$ cat src/sv/rgbe_pkg.sv
// rgbe_pkg: transaction types and constants for the rgbe pixel encoder
// no dependencies; used by rgbe_fdiv and rgbe_pixel_encoder
`timescale 1ns / 1ps
`default_nettype none

package rgbe_pkg;

	typedef struct packed {
		logic [31:0] comp_a_bits;
		logic [31:0] comp_b_bits;
		logic [31:0] comp_c_bits;
		logic [31:0] weight_bits;
	} pix_in_t;

	typedef struct packed {
		logic [7:0] mant_a;
		logic [7:0] mant_b;
		logic [7:0] mant_c;
		logic [7:0] shared_exp;
	} pix_out_t;

	// binary32 patterns
	localparam logic [31:0] ONE_BITS   = 32'h3F80_0000;
	localparam logic [31:0] INF_BITS   = 32'h7F80_0000;
	// nearest binary32 to 1e-32, below it a pixel is black
	localparam logic [31:0] BLACK_BITS = 32'h0A4F_B11F;

	// divider pipeline shape: quotient bits per stage and number of stages
	localparam int QBITS_PER_STAGE = 4;
	localparam int DIV_STAGES      = 7;
	localparam int QBITS           = QBITS_PER_STAGE * DIV_STAGES;

	// latency of one divider lane in cycles
	localparam int FDIV_LATENCY = DIV_STAGES + 3;

	// full encoder pipe: divider lanes, max/exponent stage, mantissa stage
	localparam int PIPE_STAGES = FDIV_LATENCY + 2;

	// biased exponent limits used by the shared exponent logic
	localparam logic [7:0] EBITS_CLAMP = 8'd253;
	localparam logic [7:0] EXP_SAT     = 8'd255;

endpackage

`default_nettype wire

$ cat src/sv/rgbe_fdiv.sv
// rgbe_fdiv: pipelined binary32 divider lane, one quotient per cycle while en is high
// depends on rgbe_pkg; negative, nan and tiny quotients come out as +0
`timescale 1ns / 1ps
`default_nettype none

module rgbe_fdiv (
	input  wire logic        clk,
	input  wire logic        en,
	input  wire logic [31:0] num,
	input  wire logic [31:0] den,
	output logic      [31:0] quo
);

	typedef struct packed {
		logic kill;
		logic inf;
	} cls_t;

	function automatic logic [4:0] lzc23(input logic [22:0] f);
		logic [4:0] n;
		logic       found;
		n = 5'd0;
		found = 1'b0;
		for (int i = 22; i >= 0; i--) begin
			if (!found && f[i]) begin
				found = 1'b1;
				n = 5'(22 - i);
			end
		end
		return n;
	endfunction

	// normalized 24-bit mantissa and unbiased exponent of a finite value
	function automatic logic [34:0] unpack(input logic [31:0] b);
		logic [4:0]         lz;
		logic [23:0]        m;
		logic signed [10:0] e;
		lz = lzc23(b[22:0]);
		if (b[30:23] == 8'd0) begin
			m = {1'b0, b[22:0]} << (lz + 5'd1);
			e = -11'sd127 - $signed({6'd0, lz});
		end else begin
			m = {1'b1, b[22:0]};
			e = $signed({3'd0, b[30:23]}) - 11'sd127;
		end
		return {m, e};
	endfunction

	// four restoring steps: {remainder, quotient bits}
	function automatic logic [28:0] div4(input logic [24:0] r, input logic [23:0] d);
		logic [24:0] x;
		logic [25:0] t;
		logic [3:0]  q;
		x = r;
		for (int i = rgbe_pkg::QBITS_PER_STAGE - 1; i >= 0; i--) begin
			t = {1'b0, x} - {2'b0, d};
			q[i] = !t[25];
			if (!t[25]) begin
				x = t[24:0];
			end
			x = {x[23:0], 1'b0};
		end
		return {x, q};
	endfunction

	// stage 1: unpack and classify
	logic [23:0]        ma_s1, md_s1;
	logic signed [10:0] exp_s1;
	cls_t               cls_s1;

	logic [34:0] ua, ud;
	logic        a_nan, a_inf, a_zero, d_nan, d_inf;

	always_comb begin
		ua = unpack(num);
		ud = unpack(den);
		a_nan  = (num[30:23] == 8'hFF) && (num[22:0] != 23'd0);
		a_inf  = (num[30:23] == 8'hFF) && (num[22:0] == 23'd0);
		a_zero = (num[30:0] == 31'd0);
		d_nan  = (den[30:23] == 8'hFF) && (den[22:0] != 23'd0);
		d_inf  = (den[30:23] == 8'hFF) && (den[22:0] == 23'd0);
	end

	always_ff @(posedge clk) begin
		if (en) begin
			ma_s1  <= ua[34:11];
			md_s1  <= ud[34:11];
			exp_s1 <= $signed(ua[10:0]) - $signed(ud[10:0]);
			cls_s1.kill <= a_nan | d_nan | (a_inf & d_inf) | (num[31] ^ den[31]) | a_zero | d_inf;
			cls_s1.inf  <= a_inf & !(a_nan | d_nan | d_inf | (num[31] ^ den[31]));
		end
	end

	// stage 2 and divider stages share arrays; index 0 is stage 2
	logic [24:0]                 rem_s [rgbe_pkg::DIV_STAGES + 1];
	logic [rgbe_pkg::QBITS-1:0]  qb_s  [rgbe_pkg::DIV_STAGES + 1];
	logic [23:0]                 md_s  [rgbe_pkg::DIV_STAGES + 1];
	logic signed [10:0]          exp_s [rgbe_pkg::DIV_STAGES + 1];
	cls_t                        cls_s [rgbe_pkg::DIV_STAGES + 1];

	logic lt;
	assign lt = ma_s1 < md_s1;

	always_ff @(posedge clk) begin
		if (en) begin
			rem_s[0] <= lt ? {ma_s1, 1'b0} : {1'b0, ma_s1};
			qb_s[0]  <= '0;
			md_s[0]  <= md_s1;
			exp_s[0] <= exp_s1 - (lt ? 11'sd1 : 11'sd0);
			cls_s[0] <= cls_s1;
		end
	end

	for (genvar k = 1; k <= rgbe_pkg::DIV_STAGES; k++) begin : g_div
		logic [28:0] step;
		assign step = div4(rem_s[k-1], md_s[k-1]);
		always_ff @(posedge clk) begin
			if (en) begin
				rem_s[k] <= step[28:4];
				qb_s[k]  <= {qb_s[k-1][rgbe_pkg::QBITS-rgbe_pkg::QBITS_PER_STAGE-1:0],
					step[3:0]};
				md_s[k]  <= md_s[k-1];
				exp_s[k] <= exp_s[k-1];
				cls_s[k] <= cls_s[k-1];
			end
		end
	end

	// last stage: round to nearest even and pack
	logic [rgbe_pkg::QBITS-1:0] qf;
	logic [24:0]                mr;
	logic                       inc, sticky;
	logic signed [10:0]         be;
	logic [31:0]                pat;

	always_comb begin
		qf = qb_s[rgbe_pkg::DIV_STAGES];
		sticky = (|qf[rgbe_pkg::QBITS-26:0]) | (rem_s[rgbe_pkg::DIV_STAGES] != 25'd0);
		inc = qf[rgbe_pkg::QBITS-25] & (sticky | qf[rgbe_pkg::QBITS-24]);
		mr = {1'b0, qf[rgbe_pkg::QBITS-1:rgbe_pkg::QBITS-24]} + {24'd0, inc};
		be = exp_s[rgbe_pkg::DIV_STAGES] + 11'sd127 + (mr[24] ? 11'sd1 : 11'sd0);
		if (cls_s[rgbe_pkg::DIV_STAGES].kill) begin
			pat = 32'd0;
		end else if (cls_s[rgbe_pkg::DIV_STAGES].inf || be >= 11'sd255) begin
			pat = rgbe_pkg::INF_BITS;
		end else if (be <= 11'sd0) begin
			// below the normal range: never above the black threshold
			pat = 32'd0;
		end else begin
			pat = {1'b0, be[7:0], mr[24] ? 23'd0 : mr[22:0]};
		end
	end

	always_ff @(posedge clk) begin
		if (en) begin
			quo <= pat;
		end
	end

endmodule

`default_nettype wire

$ cat config.mk
export PLATFORM = sky130hd
export DESIGN_NAME = rgbe_fdiv
export DESIGN_NICKNAME = d
export VERILOG_FILES = /design/src/sv/rgbe_pkg.sv /design/src/sv/rgbe_fdiv.sv
export SDC_FILE = /design/constraint.sdc
export NUM_CORES = 2
export LEC_CHECK = 0
export BUFFER_PORTS_ARGS = -buffer_cell sky130_fd_sc_hd__buf_2
export CORE_UTILIZATION = 65
export CTS_BUF_LIST = sky130_fd_sc_hd__clkbuf_8
export DETAILED_ROUTE_END_ITERATION = 12
export GPL_TIMING_DRIVEN = 0
export PLACE_DENSITY = 0.83
export SYNTH_ARGS = -nofsm -noshare
export SYNTH_HDL_FRONTEND = slang
export SYNTH_SLANG_ARGS = --single-unit
$ cat constraint.sdc
create_clock -name clk -period 24.3 [get_ports clk]
set_input_delay 4.86 -clock clk [delete_from_list [all_inputs] [get_ports clk]]
set_output_delay 4.86 -clock clk [all_outputs]
set_load 0.05 [all_outputs]
==> metrics.md <==
| Metric | Value |
|---|---|
| XOR/XNOR Fraction of Synth Area | 7.84% |
| Synth Register Bits | about 670 |
| Clock Latency Late Sink | about 0.8 ns |
| Synth warn | 0 |
| Reg-to-reg slack, setup | 7.98 ns |
| R2r startpoint | md_s[5][1]$_DFFE_PP_ |
| TritonCTS Buffers | around 110 |
| Worst Setup Start Kind | flip-flop |
| Die height | 313 um |
| Initial antenna violation count | 2 |
| # DRC | 0 |
| Most frequently used flop master after synthesis | edfxtp_1 |
| Layout cells sized above 1 | a little under an eighth |
| Die X | between 300 and 400 um |
| Hold EP | qb_s[1][70]$_DFFE_PP_ |
| Fin cells | 8213 |
| Dpl cells | between 8000 and 9000 |
| Drt pass-1 iters | 6 |
| Synth Area in Simple Gates | about an eighth |
| Slew @ Worst Pin | between 1 and 1.5 ns |
| EDFF count, synth | approximately 670 |
| Gr ovfl total | 0 |
| Postcts setup bufs | 0 |
| Largest family of logic cells by synthesized area | compound AO/OA/AOI/OAI gates |
| R2r worst-path depth | between 40 and 50 |
| I/O Buffers | slightly above 90 |
| Final min period | between 15 and 20 ns |
| Largest net degree at the start of global routing | between 100 and 150 |
| Clock Sinks | between 600 and 700 |
| Synth Area in Adders | 14.1% |
| Max Slew Vio Count | 0 |
| P&R area growth vs syn | 6.87% |
| Crit-path max FO | 10 |
| Crit Path Class | reg -> reg |
| Number of DRC markers in iteration 0 | around 4200 |
| Cell depth of the worst hold path | 0 |
| Skew final | 0.0558 ns |
| Setup TNS | 0 ns |
| Total GRT Usage | 32.6% |
| Unrepaired setup endpoints after global routing | no |
| Worst Hold Class | reg -> reg |
| Multi-input gate area | between 0.04 and 0.05 mm^2 |
| Post-Syn Instances | about 6700 |
| Nets@finish | 7630 |
| Fillcell total | around 7300 |
| Max cap viols | 0 |
| Seq/Total Area, Yosys | roughly a third |
| Mux cell area share after synthesis | about a tenth |
| FF/Latch Area | approximately 0.02 mm^2 |
| Placed wire-length estimate | ~130 mm |
| Cts repair resizes | 0 |
| Antenna Violating Nets Remaining | 0 |
| Hold WS | about 0.38 ns |
| Vias | approximately 52000 |
| Placement Setup Slack | 8.54 ns |
| Mapped cell area | between 0.06 and 0.07 mm^2 |
| Setup violators final | 0 |
| Status | finished, final reports clean |
| Fin crit share | approximately two thirds |
| Die area | 0.0980 mm^2 |
| Clock Pin Slew Worst Setup and Hold Paths | roughly 0.06 ns |
| Wirelength per Cell | ~20 um |
| CP most frequent cell | ha_1 |
| Largest stage delay, worst path | between 0.7 and 0.8 ns |
| CP Capture Type | flip-flop |
| H-tree Lvls | 3 |
| I/O pins | 98 |
| DRT Wirelength | 163 mm |
| Peak Freq | ~0.061 GHz |
| Core area | roughly 0.095 mm^2 |
| GPL Wtd Cong | about 0.96 |
| FP Rows | between 100 and 150 |
| Final Hold Viols | 0 |
| Post-DR vias/cell | between 6 and 7 |
| Setup slack after layout | roughly 8 ns |
| Slowest cell on the critical path | o41ai_1 |
| Slew HR | between 5 and 6% |
| Req. time, crit path | about 25 ns |
| Synth Area in Compound Gates | between 10% and 20% |
| Arr. time, crit path | 16.85 ns |
| CTS tree | built |
| Syn nets | roughly 7400 |
| Clk buf depth | 3 |
| Clock root cell | clkbuf_8 |
| Reg2reg end | rem_s[1][64]$_DFFE_PP_ |
| Global-route wire length before repair | ~260 mm |
| Number of global-route vias before repair | between 50000 and 60000 |
| Starting density of the core | roughly two thirds |
| Yosys cell types | a little under 100 |
| Cts hold-fix bufs | 0 |
| Min-delay src | qb_s[1][38]$_DFFE_PP_ |
| Synth Area per Inst | between 9 and 10 um^2 |
| Async S/R FF share, synth | 0% |
-- state kept, by name, indices dropped and copies added, names as in the netlist --
register,flops
rem_s,193
qb_s,112
quo,31
cls_s,16
ma_s1,24
md_s1,24
md_s,168
exp_s1,11
exp_s,88
cls_s1,2
-- cells by family (layout without fill, tap and decap cells) --
group,after synthesis,count (layout)
xor gates and xnor gates,563,563
buffers and inverters,536,827
other,1,3
AOI/OAI and AO/OA,1942,1942
and+or+nand+nor,1667,1667
muxes,576,576
adders and majority gates,701,701
DFF,669,669
-- cell usage after synthesis (13+ instances only) --
cell type | instances | area (um^2)
o21ai_0 | 417 | 2090
or3_1 | 51 | 319
a211oi_1 | 59 | 443
o21bai_1 | 72 | 541
ha_1 | 692 | 8660
a31oi_1 | 47 | 294
a21o_1 | 226 | 1700
o31a_1 | 29 | 254
mux2i_1 | 115 | 1150
nand2_1 | 402 | 1510
a211o_1 | 22 | 193
and2_1 | 49 | 307
a31o_2 | 17 | 149
nor2b_1 | 85 | 532
xnor2_1 | 372 | 3260
nand3_1 | 112 | 561
a22o_1 | 15 | 131
xor2_1 | 191 | 1670
o211ai_1 | 34 | 255
buf_2 | 31 | 155
o31ai_1 | 41 | 308
inv_1 | 395 | 1480
mux2_2 | 429 | 4830
nand2b_1 | 110 | 688
nor3_1 | 122 | 611
or2_2 | 30 | 188
a41oi_1 | 13 | 114
o21a_1 | 175 | 1310
nor4_1 | 37 | 231
and3_1 | 52 | 325
nand4_1 | 35 | 219
a21boi_0 | 22 | 165
a21oi_1 | 563 | 2820
nor2_1 | 532 | 2000
clkbuf_1 | 78 | 293
edfxtp_1 | 669 | 20100
buf_1 | 13 | 48.8
o22ai_1 | 17 | 106
-- critical path, delay by kind of cell, from the launching register on --
kind | cells | cell delay (ns)
buf+inv | 8 | 2.59
fa+ha+maj | 4 | 1.25
simple gates | 9 | 2.24
flops | 1 | 0.52
mux | 3 | 1.13
compound gates | 25 | 8.32
-- per-layer routing --
| metal | up-vias | part of all wire, % | global-route usage, % |
|---|---|---|---|
| met5 | - | 0 | 0 |
| met2 | 1756 | 47 | 55.8 |
| met1 | 24640 | 42 | 41.5 |
| li1 | 25308 | - | - |
| met3 | 415 | 5.7 | 3.67 |
| met4 | 0 | 4.8 | 14.8 |
-- cell type report --
class / instances / share of cell area [%]
Antenna cell: 2 / 0.00745
Tap cell: 1265 / 2.36
Clock inverter: 85 / 0.938
Sequential cell: 669 / 29.9
Multi-Input combinational cell: 5450 / 60.5
Timing Repair Buffer: 98 / 0.912
Inverter: 405 / 2.27
Clock buffer: 108 / 2.21
Buffer: 131 / 0.868
-- worst max path at each step --
stage / startpoint / to
after floorplan: md_s[5][1]$_DFFE_PP_ / rem_s[1][58]$_DFFE_PP_
after global placement: en / rem_s[1][99]$_DFFE_PP_
after detailed placement: md_s[5][1]$_DFFE_PP_ / rem_s[1][64]$_DFFE_PP_
after CTS: md_s[5][1]$_DFFE_PP_ / rem_s[1][64]$_DFFE_PP_
after global routing: md_s[5][1]$_DFFE_PP_ / rem_s[1][64]$_DFFE_PP_
final: md_s[5][1]$_DFFE_PP_ / rem_s[1][64]$_DFFE_PP_
-- stage by stage --
| stage | area (um^2) | util (%) |
|---|---|---|
| floorplan | 62900 | - |
| global placement | 64900 | 68.0 |
| detailed placement | 65100 | 68.2 |
| CTS | 67200 | 70.4 |
| global route | 67200 | 70.4 |
| finish | 67200 | 70.4 |
-- placed cells by master, fill, tap and decap left out, types with 191 or more instances in the layout --
cell | netlist | layout
ha_1 | 692 | 692
edfxtp_1 | 669 | 669
a21oi_1 | 563 | 563
nor2_1 | 532 | 532
mux2_2 | 429 | 429
inv_1 | 395 | 418
o21ai_0 | 417 | 417
nand2_1 | 402 | 402
xnor2_1 | 372 | 372
a21o_1 | 226 | 226
xor2_1 | 191 | 191
Power is not shown: default switching activity piles up to over one toggle a cycle in this logic, so the estimate is an artifact.
